### config.mk
export PLATFORM = sky130hd
export DESIGN_NAME = scan_sector_range_mask
export DESIGN_NICKNAME = d
export VERILOG_FILES = /design/src/hw/rtl/ssrm_pkg.sv /design/src/hw/rtl/ssrm_fifo.sv /design/src/hw/rtl/ssrm_cfg.sv /design/src/hw/rtl/ssrm_front.sv /design/src/hw/rtl/ssrm_back.sv /design/src/hw/rtl/scan_sector_range_mask.sv
export SDC_FILE = /design/constraint.sdc
export NUM_CORES = 1
export LEC_CHECK = 0
export ABC_AREA = 1
export BUFFER_PORTS_ARGS = -buffer_cell sky130_fd_sc_hd__buf_2
export CAP_MARGIN = 20
export CORE_AREA = 4 4 161 163
export DETAILED_ROUTE_END_ITERATION = 6
export DIE_AREA = 0 0 165 167
export PLACE_DENSITY = 0.68
export SLEW_MARGIN = 10
export SYNTH_ARGS = -nofsm -noshare
export SYNTH_HDL_FRONTEND = slang
export SYNTH_SLANG_ARGS = --single-unit
export TNS_END_PERCENT = 20
### constraint.sdc
create_clock -name clk -period 3.3 [get_ports clk]
set_input_delay 0.66 -clock clk [delete_from_list [all_inputs] [get_ports clk]]
set_output_delay 0.66 -clock clk [all_outputs]
set_load 0.01 [all_outputs]
### src/hw/rtl/ssrm_pkg.sv
// ssrm_pkg: shared types and constants of the scan sector/range mask.
// No dependencies; used by ssrm_cfg, ssrm_front, ssrm_back and the top level.
package ssrm_pkg;

    localparam int ANGLE_W = 16;
    localparam int RANGE_W = 16;
    localparam int CFG_W = 16;
    localparam int CFG_IDX_W = 3;
    localparam int COUNT_W = 2;

    localparam int MAX_SECTORS_DEF = 2;
    localparam int SEC_CFG_SLOTS = 2;
    localparam int MID_DEPTH = 2;

    localparam logic CMD_HEADER = 1'b0;
    localparam logic CMD_SAMPLE = 1'b1;

    localparam logic [CFG_IDX_W-1:0] REG_MIN_RANGE = 3'd0;
    localparam logic [CFG_IDX_W-1:0] REG_MAX_RANGE = 3'd1;
    localparam logic [CFG_IDX_W-1:0] REG_SECTOR_COUNT = 3'd2;
    localparam int REG_SEC0_START = 3;

    localparam logic [RANGE_W-1:0] MIN_RANGE_RST = 16'd50;
    localparam logic [RANGE_W-1:0] MAX_RANGE_RST = 16'd30000;
    localparam logic [RANGE_W-1:0] RANGE_INF = 16'hFFFF;

    typedef struct packed {
        logic [RANGE_W-1:0] min_range_mm;
        logic [RANGE_W-1:0] max_range_mm;
        logic [COUNT_W-1:0] sector_count;
    } cfg_t;

    typedef struct packed {
        logic signed [ANGLE_W-1:0] angle;
        logic [RANGE_W-1:0]        range_mm;
    } mid_t;

endpackage

### src/hw/rtl/ssrm_fifo.sv
// ssrm_fifo: small register-based queue between the front and back parts.
// Depends on nothing; width and depth come from the instantiating module.
module ssrm_fifo #(
    parameter int W = 32,
    parameter int DEPTH = 2
) (
    input  logic         clk,
    input  logic         rst_n,
    input  logic         push,
    input  logic [W-1:0] wdata,
    output logic         full,
    input  logic         pop,
    output logic [W-1:0] rdata,
    output logic         empty
);

    localparam int AW = (DEPTH > 1) ? $clog2(DEPTH) : 1;
    localparam int CW = $clog2(DEPTH + 1);

    logic [W-1:0]  mem_reg [DEPTH];
    logic [AW-1:0] wr_ptr_reg, wr_ptr_next;
    logic [AW-1:0] rd_ptr_reg, rd_ptr_next;
    logic [CW-1:0] count_reg, count_next;
    logic          push_ok;
    logic          pop_ok;

    assign full = (count_reg == CW'(DEPTH));
    assign empty = (count_reg == '0);
    assign rdata = mem_reg[rd_ptr_reg];
    assign push_ok = push && !full;
    assign pop_ok = pop && !empty;

    always_comb
    begin
        wr_ptr_next = wr_ptr_reg;
        rd_ptr_next = rd_ptr_reg;
        count_next = count_reg;
        if (push_ok)
        begin
            wr_ptr_next = (wr_ptr_reg == AW'(DEPTH - 1)) ? '0 : wr_ptr_reg + 1'b1;
        end
        if (pop_ok)
        begin
            rd_ptr_next = (rd_ptr_reg == AW'(DEPTH - 1)) ? '0 : rd_ptr_reg + 1'b1;
        end
        if (push_ok && !pop_ok)
        begin
            count_next = count_reg + 1'b1;
        end
        else if (pop_ok && !push_ok)
        begin
            count_next = count_reg - 1'b1;
        end
    end

    always_ff @(posedge clk or negedge rst_n)
    begin
        if (!rst_n)
        begin
            wr_ptr_reg <= '0;
            rd_ptr_reg <= '0;
            count_reg <= '0;
        end
        else
        begin
            wr_ptr_reg <= wr_ptr_next;
            rd_ptr_reg <= rd_ptr_next;
            count_reg <= count_next;
        end
    end

    always_ff @(posedge clk)
    begin
        if (push_ok)
        begin
            mem_reg[wr_ptr_reg] <= wdata;
        end
    end

endmodule

### src/hw/rtl/ssrm_cfg.sv
// ssrm_cfg: configuration registers (range bounds, sector count, sectors).
// Depends on ssrm_pkg.
module ssrm_cfg #(
    parameter int MAX_SECTORS = ssrm_pkg::MAX_SECTORS_DEF
) (
    input  logic                               clk,
    input  logic                               rst_n,
    input  logic                               cfg_we,
    input  logic [ssrm_pkg::CFG_IDX_W-1:0]     cfg_index,
    input  logic [ssrm_pkg::CFG_W-1:0]         cfg_wdata,
    output ssrm_pkg::cfg_t                     cfg,
    output logic signed [ssrm_pkg::ANGLE_W-1:0] sec_start [MAX_SECTORS],
    output logic signed [ssrm_pkg::ANGLE_W-1:0] sec_end [MAX_SECTORS]
);

    ssrm_pkg::cfg_t cfg_reg;

    assign cfg = cfg_reg;

    always_ff @(posedge clk or negedge rst_n)
    begin
        if (!rst_n)
        begin
            cfg_reg.min_range_mm <= ssrm_pkg::MIN_RANGE_RST;
            cfg_reg.max_range_mm <= ssrm_pkg::MAX_RANGE_RST;
            cfg_reg.sector_count <= '0;
        end
        else if (cfg_we)
        begin
            case (cfg_index)
                ssrm_pkg::REG_MIN_RANGE:    cfg_reg.min_range_mm <= cfg_wdata;
                ssrm_pkg::REG_MAX_RANGE:    cfg_reg.max_range_mm <= cfg_wdata;
                ssrm_pkg::REG_SECTOR_COUNT:
                    cfg_reg.sector_count <= cfg_wdata[ssrm_pkg::COUNT_W-1:0];
                default: ;
            endcase
        end
    end

    for (genvar s = 0; s < MAX_SECTORS; s++)
    begin : g_sec
        if (s < ssrm_pkg::SEC_CFG_SLOTS)
        begin : g_rw
            localparam logic [ssrm_pkg::CFG_IDX_W-1:0] START_IDX =
                ssrm_pkg::CFG_IDX_W'(ssrm_pkg::REG_SEC0_START + 2 * s);
            localparam logic [ssrm_pkg::CFG_IDX_W-1:0] END_IDX =
                ssrm_pkg::CFG_IDX_W'(ssrm_pkg::REG_SEC0_START + 2 * s + 1);

            logic signed [ssrm_pkg::ANGLE_W-1:0] start_reg;
            logic signed [ssrm_pkg::ANGLE_W-1:0] end_reg;

            always_ff @(posedge clk or negedge rst_n)
            begin
                if (!rst_n)
                begin
                    start_reg <= '0;
                    end_reg <= '0;
                end
                else if (cfg_we)
                begin
                    if (cfg_index == START_IDX)
                    begin
                        start_reg <= cfg_wdata;
                    end
                    if (cfg_index == END_IDX)
                    begin
                        end_reg <= cfg_wdata;
                    end
                end
            end

            assign sec_start[s] = start_reg;
            assign sec_end[s] = end_reg;
        end
        else
        begin : g_fixed
            // no register slot: tied to zero
            assign sec_start[s] = '0;
            assign sec_end[s] = '0;
        end
    end

endmodule

### src/hw/rtl/ssrm_front.sv
// ssrm_front: accepts items, tracks the sample angle, queues samples.
// Depends on ssrm_pkg.
module ssrm_front (
    input  logic                               clk,
    input  logic                               rst_n,
    input  logic                               push,
    output logic                               full,
    input  logic                               cmd,
    input  logic signed [ssrm_pkg::ANGLE_W-1:0] start_angle,
    input  logic signed [ssrm_pkg::ANGLE_W-1:0] step_angle,
    input  logic [ssrm_pkg::RANGE_W-1:0]       range_mm,
    input  logic                               q_full,
    output logic                               q_push,
    output ssrm_pkg::mid_t                     q_data
);

    logic signed [ssrm_pkg::ANGLE_W-1:0] angle_reg, angle_next;
    logic signed [ssrm_pkg::ANGLE_W-1:0] step_reg, step_next;
    logic                                accept;

    assign full = q_full;
    assign accept = push && !q_full;
    assign q_push = accept && (cmd == ssrm_pkg::CMD_SAMPLE);
    assign q_data.angle = angle_reg;
    assign q_data.range_mm = range_mm;

    always_comb
    begin
        angle_next = angle_reg;
        step_next = step_reg;
        if (accept)
        begin
            if (cmd == ssrm_pkg::CMD_HEADER)
            begin
                angle_next = start_angle;
                step_next = step_angle;
            end
            else
            begin
                // wraps modulo 2pi
                angle_next = angle_reg + step_reg;
            end
        end
    end

    always_ff @(posedge clk or negedge rst_n)
    begin
        if (!rst_n)
        begin
            angle_reg <= '0;
            step_reg <= '0;
        end
        else
        begin
            angle_reg <= angle_next;
            step_reg <= step_next;
        end
    end

endmodule

### src/hw/rtl/ssrm_back.sv
// ssrm_back: sector and range tests on queued samples, result register.
// Depends on ssrm_pkg.
module ssrm_back #(
    parameter int MAX_SECTORS = ssrm_pkg::MAX_SECTORS_DEF
) (
    input  logic                               clk,
    input  logic                               rst_n,
    input  logic                               q_empty,
    input  ssrm_pkg::mid_t                     q_data,
    output logic                               q_pop,
    input  ssrm_pkg::cfg_t                     cfg,
    input  logic signed [ssrm_pkg::ANGLE_W-1:0] sec_start [MAX_SECTORS],
    input  logic signed [ssrm_pkg::ANGLE_W-1:0] sec_end [MAX_SECTORS],
    input  logic                               pop,
    output logic                               empty,
    output logic [ssrm_pkg::RANGE_W-1:0]       range_out,
    output logic                               masked
);

    logic                           valid_reg;
    logic [ssrm_pkg::RANGE_W-1:0]   range_reg;
    logic                           masked_reg;
    logic [MAX_SECTORS-1:0]         sec_hit;
    logic                           range_bad;
    logic                           hit;

    for (genvar i = 0; i < MAX_SECTORS; i++)
    begin : g_hit
        logic in_sec;

        always_comb
        begin
            if (sec_start[i] <= sec_end[i])
            begin
                in_sec = (q_data.angle >= sec_start[i]) && (q_data.angle <= sec_end[i]);
            end
            else
            begin
                // wraps across pi
                in_sec = (q_data.angle >= sec_start[i]) || (q_data.angle <= sec_end[i]);
            end
        end

        assign sec_hit[i] = in_sec && (int'(cfg.sector_count) > i);
    end

    assign range_bad = (q_data.range_mm < cfg.min_range_mm) ||
                       (q_data.range_mm > cfg.max_range_mm);
    assign hit = range_bad || (|sec_hit);

    assign q_pop = !q_empty && (!valid_reg || pop);
    assign empty = !valid_reg;
    assign range_out = range_reg;
    assign masked = masked_reg;

    always_ff @(posedge clk or negedge rst_n)
    begin
        if (!rst_n)
        begin
            valid_reg <= 1'b0;
        end
        else if (q_pop)
        begin
            valid_reg <= 1'b1;
        end
        else if (pop)
        begin
            valid_reg <= 1'b0;
        end
    end

    always_ff @(posedge clk)
    begin
        if (q_pop)
        begin
            range_reg <= hit ? ssrm_pkg::RANGE_INF : q_data.range_mm;
            masked_reg <= hit;
        end
    end

endmodule

### src/hw/rtl/scan_sector_range_mask.sv
// scan_sector_range_mask: top level of the scan sector/range mask.
// A sample's result passes through the middle queue and the result register to the outputs.
// Throughput: one item per cycle while the middle queue is not full, set by the angle adder and the parallel compares.
// Headers give no result; full rises only when the two-entry middle queue fills.
// Reset: registers to their defaults, angle and step to zero, queues empty.
// Depends on ssrm_pkg, ssrm_cfg, ssrm_front, ssrm_fifo, ssrm_back.
module scan_sector_range_mask #(
    parameter int MAX_SECTORS = ssrm_pkg::MAX_SECTORS_DEF
) (
    input  logic                               clk,
    input  logic                               rst_n,
    input  logic                               push,
    output logic                               full,
    input  logic                               cmd,
    input  logic signed [ssrm_pkg::ANGLE_W-1:0] start_angle,
    input  logic signed [ssrm_pkg::ANGLE_W-1:0] step_angle,
    input  logic [ssrm_pkg::RANGE_W-1:0]       range_mm,
    output logic                               empty,
    input  logic                               pop,
    output logic [ssrm_pkg::RANGE_W-1:0]       range_out,
    output logic                               masked,
    input  logic                               cfg_we,
    input  logic [ssrm_pkg::CFG_IDX_W-1:0]     cfg_index,
    input  logic [ssrm_pkg::CFG_W-1:0]         cfg_wdata
);

    ssrm_pkg::cfg_t                     cfg;
    logic signed [ssrm_pkg::ANGLE_W-1:0] sec_start [MAX_SECTORS];
    logic signed [ssrm_pkg::ANGLE_W-1:0] sec_end [MAX_SECTORS];
    logic                               q_push;
    logic                               q_full;
    logic                               q_pop;
    logic                               q_empty;
    ssrm_pkg::mid_t                     q_wdata;
    ssrm_pkg::mid_t                     q_rdata;

    ssrm_cfg #(
        .MAX_SECTORS(MAX_SECTORS)
    ) u_cfg (
        .clk(clk),
        .rst_n(rst_n),
        .cfg_we(cfg_we),
        .cfg_index(cfg_index),
        .cfg_wdata(cfg_wdata),
        .cfg(cfg),
        .sec_start(sec_start),
        .sec_end(sec_end)
    );

    ssrm_front u_front (
        .clk(clk),
        .rst_n(rst_n),
        .push(push),
        .full(full),
        .cmd(cmd),
        .start_angle(start_angle),
        .step_angle(step_angle),
        .range_mm(range_mm),
        .q_full(q_full),
        .q_push(q_push),
        .q_data(q_wdata)
    );

    ssrm_fifo #(
        .W($bits(ssrm_pkg::mid_t)),
        .DEPTH(ssrm_pkg::MID_DEPTH)
    ) u_mid_q (
        .clk(clk),
        .rst_n(rst_n),
        .push(q_push),
        .wdata(q_wdata),
        .full(q_full),
        .pop(q_pop),
        .rdata(q_rdata),
        .empty(q_empty)
    );

    ssrm_back #(
        .MAX_SECTORS(MAX_SECTORS)
    ) u_back (
        .clk(clk),
        .rst_n(rst_n),
        .q_empty(q_empty),
        .q_data(q_rdata),
        .q_pop(q_pop),
        .cfg(cfg),
        .sec_start(sec_start),
        .sec_end(sec_end),
        .pop(pop),
        .empty(empty),
        .range_out(range_out),
        .masked(masked)
    );

endmodule
==> results.tsv, run 1 <==
stage	metric	value	unit
floorplanning	num_io_pins	92	
timing	period_share	0.8845	
place	place.gp.congestion	0.8756	
drt	vias	9244	
worst_setup_path	critical_path_class	reg2reg	
worst_setup_path	crit_top_cell	nand2_1	
clock_tree	cts-buffers-inserted	25	
yosys	mappedNetlistNets	1546	
yosys	ys_ff_latch	216	
yosys	async_reset_ff_frac	0.6250	
yosys	ys_warn_count	0	
power_and_ir_drop	p_leak	0.006767	uW
yosys	syn_area_per_cell	9.143	sq um
timing	slew_headroom	0.2962	
worst_setup_path	crit_required	3.56	ns
yosys	synth-main-ff-cell	dfrtp_1	
floorplanning	start_util	0.4997	
clock_tree	cts_tree	yes	
worst_hold_path	hp-class	in2async	
clock_tree	cts.sinks	216	
finish	n_antenna_cell	0	
yosys	ys_types	47	
clock_tree	insertion_delay	0.53	ns
clock_tree	clock_path_buffers	3	
global_routing	gr-usage-all-layers	0.2088	
job	drv_cap	0	
yosys	synth_edf_count	81	
outcome	status	complete, no violations	
floorplanning	die_area	0.02756	sq mm
yosys	yosysSeqAreaShare	0.4792	
floorplanning	core_region_area	0.02432	sq mm
worst_setup_path	regToRegSetupSlack	0.38	ns
worst_setup_path	crit_chain	buf_4 > nand2_1 > nand2_1 > ha_1 > nand2_1 > inv_1 > o21ai_0 > nand2_1 > nor2_1 > nand2_1 > nand2_1 > nand3_1 > nand2_1 > nand2_1 > nand2_4 > nand4_1	
clock_tree	clk_pin_slew	0.06	ns
finish	nets	1649	
worst_setup_path	critPathMaxFanout	33	
finish	drive_gt1_frac	0.1523	
worst_setup_path	reg2reg_from	u_mid_q.rd_ptr_reg$_DFFE_PN0P_	
place	place_inst	1726	
drt	drt-initial-drc-count	658	
place	port_buffers	91	
global_routing	grt_pass1_wl	46460	um
drt	ant_nets	0	
timing	setup-tns-final	0	ns
worst_setup_path	endpoint	u_back.range_out[14]$_SDFFCE_PP1P_	
worst_setup_path	crit_path_start_kind	flip-flop	
global_routing	antenna_found_initial	0	
global_routing	grt_max_degree	54	
drt	routed_wl	28490	um
drt	drc	0	
timing	skew	0.01066	ns
worst_setup_path	worstRegToRegCells	16	
worst_setup_path	critPathMaxStageDelay	0.39	ns
floorplanning	die_w	165	um
finish	instances_no_fill	1775	
timing	period_needed	2.919	ns
drt	wl_per_cell	16.05	um
timing	setup_viol	0	
yosys	syn-cell-area	0.01215	sq mm
worst_setup_path	cpMaxStageDelayCell	dfrtp_1	
clock_tree	cts_root_buf	clkbuf_16	
clock_tree	cts_max_level	1	
timing	tightest_slew	1.053	ns
worst_setup_path	rr_endpoint	u_back.range_out[14]$_SDFFCE_PP1P_	
floorplanning	row_count	57	
timing	hold_viol	0	
yosys	postSynthCellCount	1329	
clock_tree	holdBufCountCts	0	
global_routing	grt-ovfl-total	0	
timing	rsz0062_at_grt	no	
global_routing	grt_pass1_vias	9183	
worst_setup_path	crit_path_start	u_mid_q.rd_ptr_reg$_DFFE_PN0P_	
finish	largest_reg_flops	64	
drt	via_per_inst	5.208	
power_and_ir_drop	ir_drop	0.0006106	V
timing	slew_viol_final	0	
timing	fmax	342.6	MHz
worst_setup_path	cp-end-kind	flip-flop	
floorplanning	die_h	167	um
power_and_ir_drop	power_density	872.8	mW/mm^2
finish	synthToLayoutAreaGrowth	14.81	%
worst_setup_path	crit_arrival	3.18	ns
place	hpwlAfterDp	21460	um
drt	dr.pass1.iters	5	
-- area by class of cell --
class                           instances  area [sq um]
Clock buffer                           25         625.6
Tap cell                              324         405.4
Sequential cell                       216          5823
Fill cell                            2142         10370
Timing Repair Buffer                  109         636.9
Inverter                              199         749.5
Clock inverter                         21         275.3
Multi-Input combinational cell        881          5435
-- through the flow --
stage               setup slack [ns]  utilization  hold slack [ns]  power, uW  instance area (sq um)
floorplan                     0.2474            -           0.3644       7829                  12150
global placement              0.1663       0.5336           0.4680       8955                  12980
detailed placement           0.07666       0.5336           0.4753       9166                  12980
CTS                          0.05725       0.5707           0.1038      12190                  13880
global route                  0.1279       0.5736           0.1174      13270                  13950
finish                        0.3812       0.5736           0.1042      12180                  13950
-- layout by cell type (no fill, tap or decap), types with 9 or more instances in the layout --
cell type  synthesis  final
nand4_1           23     23
o21ai_0          138    138
clkbuf_16          0     25
mux2_2            15     15
dfrtp_1          125    125
dfstp_2           10     10
nor3_1            10     10
or2_2             15     15
buf_2              1     90
edfxtp_1          81     81
buf_4              1     15
inv_1            195    195
xor2_1             9      9
ha_1             143    143
o211ai_1          10     10
nor2_1            45     43
nand2_1          300    300
a21oi_1           70     69
nand3_1           55     55
-- how the worst min path moves through the flow --
stage          slack, ns  cells past startpoint                                  startpoint                                          to
2_1_floorplan       0.36                      0                                       rst_n                u_back.valid_reg$_DFFE_PN0P_
3_3_place_gp        0.47                      2  u_cfg.g_sec[1].g_rw.end_reg[1]$_DFFE_PN0P_  u_cfg.g_sec[1].g_rw.end_reg[1]$_DFFE_PN0P_
3_5_place_dp        0.48                      2  u_cfg.g_sec[1].g_rw.end_reg[7]$_DFFE_PN0P_  u_cfg.g_sec[1].g_rw.end_reg[7]$_DFFE_PN0P_
4_1_cts             0.10                      1                                       rst_n                   u_cfg.cfg[33]$_DFFE_PN0P_
5_1_grt             0.12                      1                                       rst_n                   u_cfg.cfg[33]$_DFFE_PN0P_
6_report            0.10                      1                                       rst_n                   u_cfg.cfg[33]$_DFFE_PN0P_
-- cell usage after synthesis (2+ instances only) --
cell type / n / share of area
nand2_1: 300 / 0.093
inv_1: 195 / 0.060
ha_1: 143 / 0.15
o21ai_0: 138 / 0.057
dfrtp_1: 125 / 0.26
edfxtp_1: 81 / 0.20
a21oi_1: 70 / 0.029
nand3_1: 55 / 0.023
nor2_1: 45 / 0.014
clkbuf_1: 27 / 0.0083
nand4_1: 23 / 0.012
mux2_2: 15 / 0.014
or2_2: 15 / 0.0077
dfstp_2: 10 / 0.022
nor3_1: 10 / 0.0041
o211ai_1: 10 / 0.0062
xor2_1: 9 / 0.0065
nand2_2: 7 / 0.0036
o21bai_1: 6 / 0.0037
a21o_1: 5 / 0.0031
xnor2_1: 4 / 0.0029
buf_6: 3 / 0.0028
inv_2: 3 / 0.00093
o21ai_1: 3 / 0.0012
nand3_2: 2 / 0.0016
nor2_2: 2 / 0.0010
nor4_1: 2 / 0.0010
o21a_1: 2 / 0.0012
-- cell families after synthesis --
logic type,synth area share
muxes,0.01472
adders and majority gates,0.1489
xor gates and xnor gates,0.009370
and+or+nand+nor,0.1665
AOI/OAI and AO/OA,0.1064
DFF,0.4792
buffers and inverters,0.07496
-- what timing repair did --
item,4_1_cts,5_1_grt
hold endpoints to repair,0,0
setup endpoints to repair,0,17
buffers inserted,0,1
resized for setup,0,3
-- report_power, final --
| group | switching [uW] | leakage, uW | internal, uW |
|---|---|---|---|
| Sequential | 416 | 0.00237 | 3560 |
| Clock | 1170 | 0.000443 | 1810 |
| Combinational | 3220 | 0.00395 | 2000 |
-- per-layer routing --
metal	routed length (um)	GRT usage
met2	13050	0.3372
met1	13120	0.2949
met5	0	0
met3	1555	0.03337
met4	760	0.05208
-- critical path: cells and delay by family, from the launching register on --
kind | cells | cell delay [ns]
AO/OA/AOI/OAI | 1 | 0.23
flip-flops | 1 | 0.39
AND/OR/NAND/NOR | 12 | 1.36
buffers and inverters | 2 | 0.37
adder cells (fa/ha/maj) | 1 | 0.28
Power figures use the tool's default switching activity.
==> run 2: changes to the inputs <==
BUFFER_PORTS_ARGS = -buffer_cell sky130_fd_sc_hd__buf_4   (was -buffer_cell sky130_fd_sc_hd__buf_2)
CORE_AREA = 4 4 180 182   (was 4 4 161 163)
DIE_AREA = 0 0 184 186   (was 0 0 165 167)
PLACE_DENSITY = not set   (was 0.68)
==> run 2 against run 1 <==
Net effect:
- cell area grew 2.4%
- critical path type unchanged
- clock power is essentially flat
- non-clock buffer count shrank 3
- setup slack lost 0.0092 ns
- final cell count grew 3.9%
- via count shrank 1.6%
- combinational power grew 2%
- global-route usage shrank 3.4 points
- largest power group unchanged
- wire length grew 3.4%
- power grew 1.3%
- critical path depth is the same
==> results.tsv, run 2 (synthesis results as in run 1) <==
stage	metric	value	unit	change
outcome	status	complete, no violations		
clock_tree	cts_root_buf	clkbuf_16		
worst_setup_path	crit_chain	buf_4 > nand2_1 > nand2_1 > ha_1 > a21oi_1 > nor2_1 > nor2_1 > nand2_1 > nand2_2 > nand2_1 > nand2_1 > nand3_2 > nor2_2 > nor2_4 > nand2_4 > nand4_1		
place	place.gp.congestion	0.9076		+3.7%
global_routing	gr-usage-all-layers	0.1750		-0.03388
timing	slew_headroom	0.3411		+0.04488
timing	setup_viol	0		unchanged
floorplanning	start_util	0.3973		-0.1024
worst_setup_path	crit_required	3.56	ns	about the same
clock_tree	clk_pin_slew	0.06	ns	about the same
drt	dr.pass1.iters	5		unchanged
timing	tightest_slew	0.9860	ns	-0.06716 ns
floorplanning	core_region_area	0.03059	sq mm	+26%
finish	largest_reg_flops	64		unchanged
global_routing	grt_max_degree	55		+1.9%
power_and_ir_drop	p_leak	0.006855	uW	+1.3%
timing	fmax	341.5	MHz	-0.32%
finish	utilization	0.4671		-0.1065
finish	synthToLayoutAreaGrowth	17.59	%	
worst_setup_path	crit_arrival	3.19	ns	about the same
floorplanning	row_count	64		+12%
clock_tree	cts-buffers-inserted	25		unchanged
finish	n_antenna_cell	0		unchanged
timing	timing.hold.ws	0.05839	ns	-0.04582 ns
floorplanning	die_w	184	um	+12%
finish	seqCellArea	0.005823	sq mm	unchanged
finish	final.fill_count	2968		+39%
timing	hold_viol	0		unchanged
drt	vias	9100		-1.6%
finish	nets	1646		-0.18%
timing	period_share	0.8873		+0.002802
worst_setup_path	crit_path_start_kind	flip-flop		
worst_setup_path	cpMaxStageDelayCell	dfrtp_1		
floorplanning	die_area	0.03422	sq mm	+24%
timing	skew	0.01487	ns	+0.004212 ns
worst_setup_path	cp-end-kind	flip-flop		
floorplanning	num_io_pins	92		unchanged
worst_setup_path	cp_num_buf_inv	1		-1
worst_setup_path	critPathMaxFanout	33		unchanged
worst_setup_path	crit_top_cell	nand2_1		
timing	rsz0062_at_grt	no		
global_routing	antenna_found_initial	0		unchanged
drt	routed_wl	29450	um	+3.4%
global_routing	grt-ovfl-total	0		unchanged
drt	drc	0		unchanged
worst_setup_path	critPathTopFamily	simple AND/OR/NAND/NOR gates		
timing	period_needed	2.928	ns	+0.009246 ns
clock_tree	cts_tree	yes		
finish	multi_input_area	0.005435	sq mm	unchanged
finish	drive_gt1_frac	0.1464		-0.005900
worst_hold_path	hp-class	in2async		
drt	drt-initial-drc-count	593		-9.9%
drt	ant_nets	0		unchanged
place	hpwlAfterDp	22520	um	+4.9%
worst_setup_path	critPathMaxStageDelay	0.39	ns	about the same
timing	fin_ws	0.3720	ns	-0.009246 ns
clock_tree	cts.sinks	216		unchanged
global_routing	grt_pass1_wl	48190	um	+3.7%
clock_tree	insertion_delay	0.54	ns	about the same
timing	slew_viol_final	0		unchanged
floorplanning	die_h	186	um	+11%
clock_tree	clock_path_buffers	3		unchanged
drt	wl_per_cell	15.97	um	-0.49%
worst_setup_path	critical_path_class	reg2reg		
job	drv_cap	0		unchanged
finish	final_common_cell	nand2_1		
power_and_ir_drop	ir_drop	0.0004842	V	-21%
clock_tree	cts_max_level	1		unchanged
power_and_ir_drop	power_density	863.1	mW/mm^2	-1.1%
timing	setup-tns-final	0	ns	unchanged
place	port_buffers	91		unchanged
global_routing	grt_pass1_vias	9093		-0.98%
finish	final_cell_mix	nand2_1 (300), inv_1 (195), ha_1 (143)		
drt	via_per_inst	4.935		-5.2%
place	pre_cts_ws	-0.003605	ns	-0.08027 ns
## run 2: cell types whose count changed in the layout (fill, tap and decap cells not counted), sizes merged
cell,before,now
inv,202,200
clkbuf,25,34
clkinvlp,2,1
clkinv,11,6
buf,109,105
## run 2: layout make-up
cell class / instances / share of cell area
clock buffer: 33 / 0.04877
sequential: 216 / 0.4075
inverter: 199 / 0.05245
clock inverter: 13 / 0.01445
multi-input combinational: 881 / 0.3804
timing repair buffer: 106 / 0.06173
tap: 396 / 0.03468
## run 2: timing repair
item / CTS / global route
hold buffers: 0 / 0
resized for setup: 0 / 3
buffers inserted: 1 / 0
endpoints found under the setup margin: 12 / 17
pin swaps: 0 / 0
## run 2: per-layer routing
| metal | track usage | routed length, um |
|---|---|---|
| met5 | 0 | 0 |
| met4 | 0.04555 | 673 |
| met3 | 0.03361 | 1570 |
| met2 | 0.2771 | 13100 |
| met1 | 0.2481 | 14100 |
## run 2: power breakdown
group          leakage, uW  total (uW)  internal (uW)  switching (uW)
Clock             0.000442        3000           1880            1110
Sequential         0.00237        3990           3560             425
Combinational      0.00404        5340           2070            3270
## run 2: worst paths after layout
check                                                       startpoint                                           to  slack, ns  depth (start not counted)
max in group asynchronous                                        rst_n                    u_cfg.cfg[10]$_DFFE_PN1P_       2.39                          2
max                                     u_mid_q.rd_ptr_reg$_DFFE_PN0P_            u_back.range_out[9]$_SDFFCE_PP1P_       0.37                         16
max reg2reg                             u_mid_q.rd_ptr_reg$_DFFE_PN0P_            u_back.range_out[9]$_SDFFCE_PP1P_       0.37                         16
min in group clk                                           range_mm[8]              u_mid_q.mem_reg[0][8]$_DFFE_PP_       0.31                          1
min reg2reg                u_cfg.g_sec[1].g_rw.end_reg[13]$_DFFE_PN0P_  u_cfg.g_sec[1].g_rw.end_reg[13]$_DFFE_PN0P_       0.49                          2
min                                                              rst_n                 u_back.valid_reg$_DFFE_PN0P_       0.06                          1
## run 2: metrics by stage
stage               power (uW)  area [sq um]  instances
floorplan                 7829         12150       1329
global placement          9169         13290       1794
detailed placement        9316         13290       1794
CTS                      12430         14210       1841
global route             13480         14290       1844
finish                   12330         14290       1844
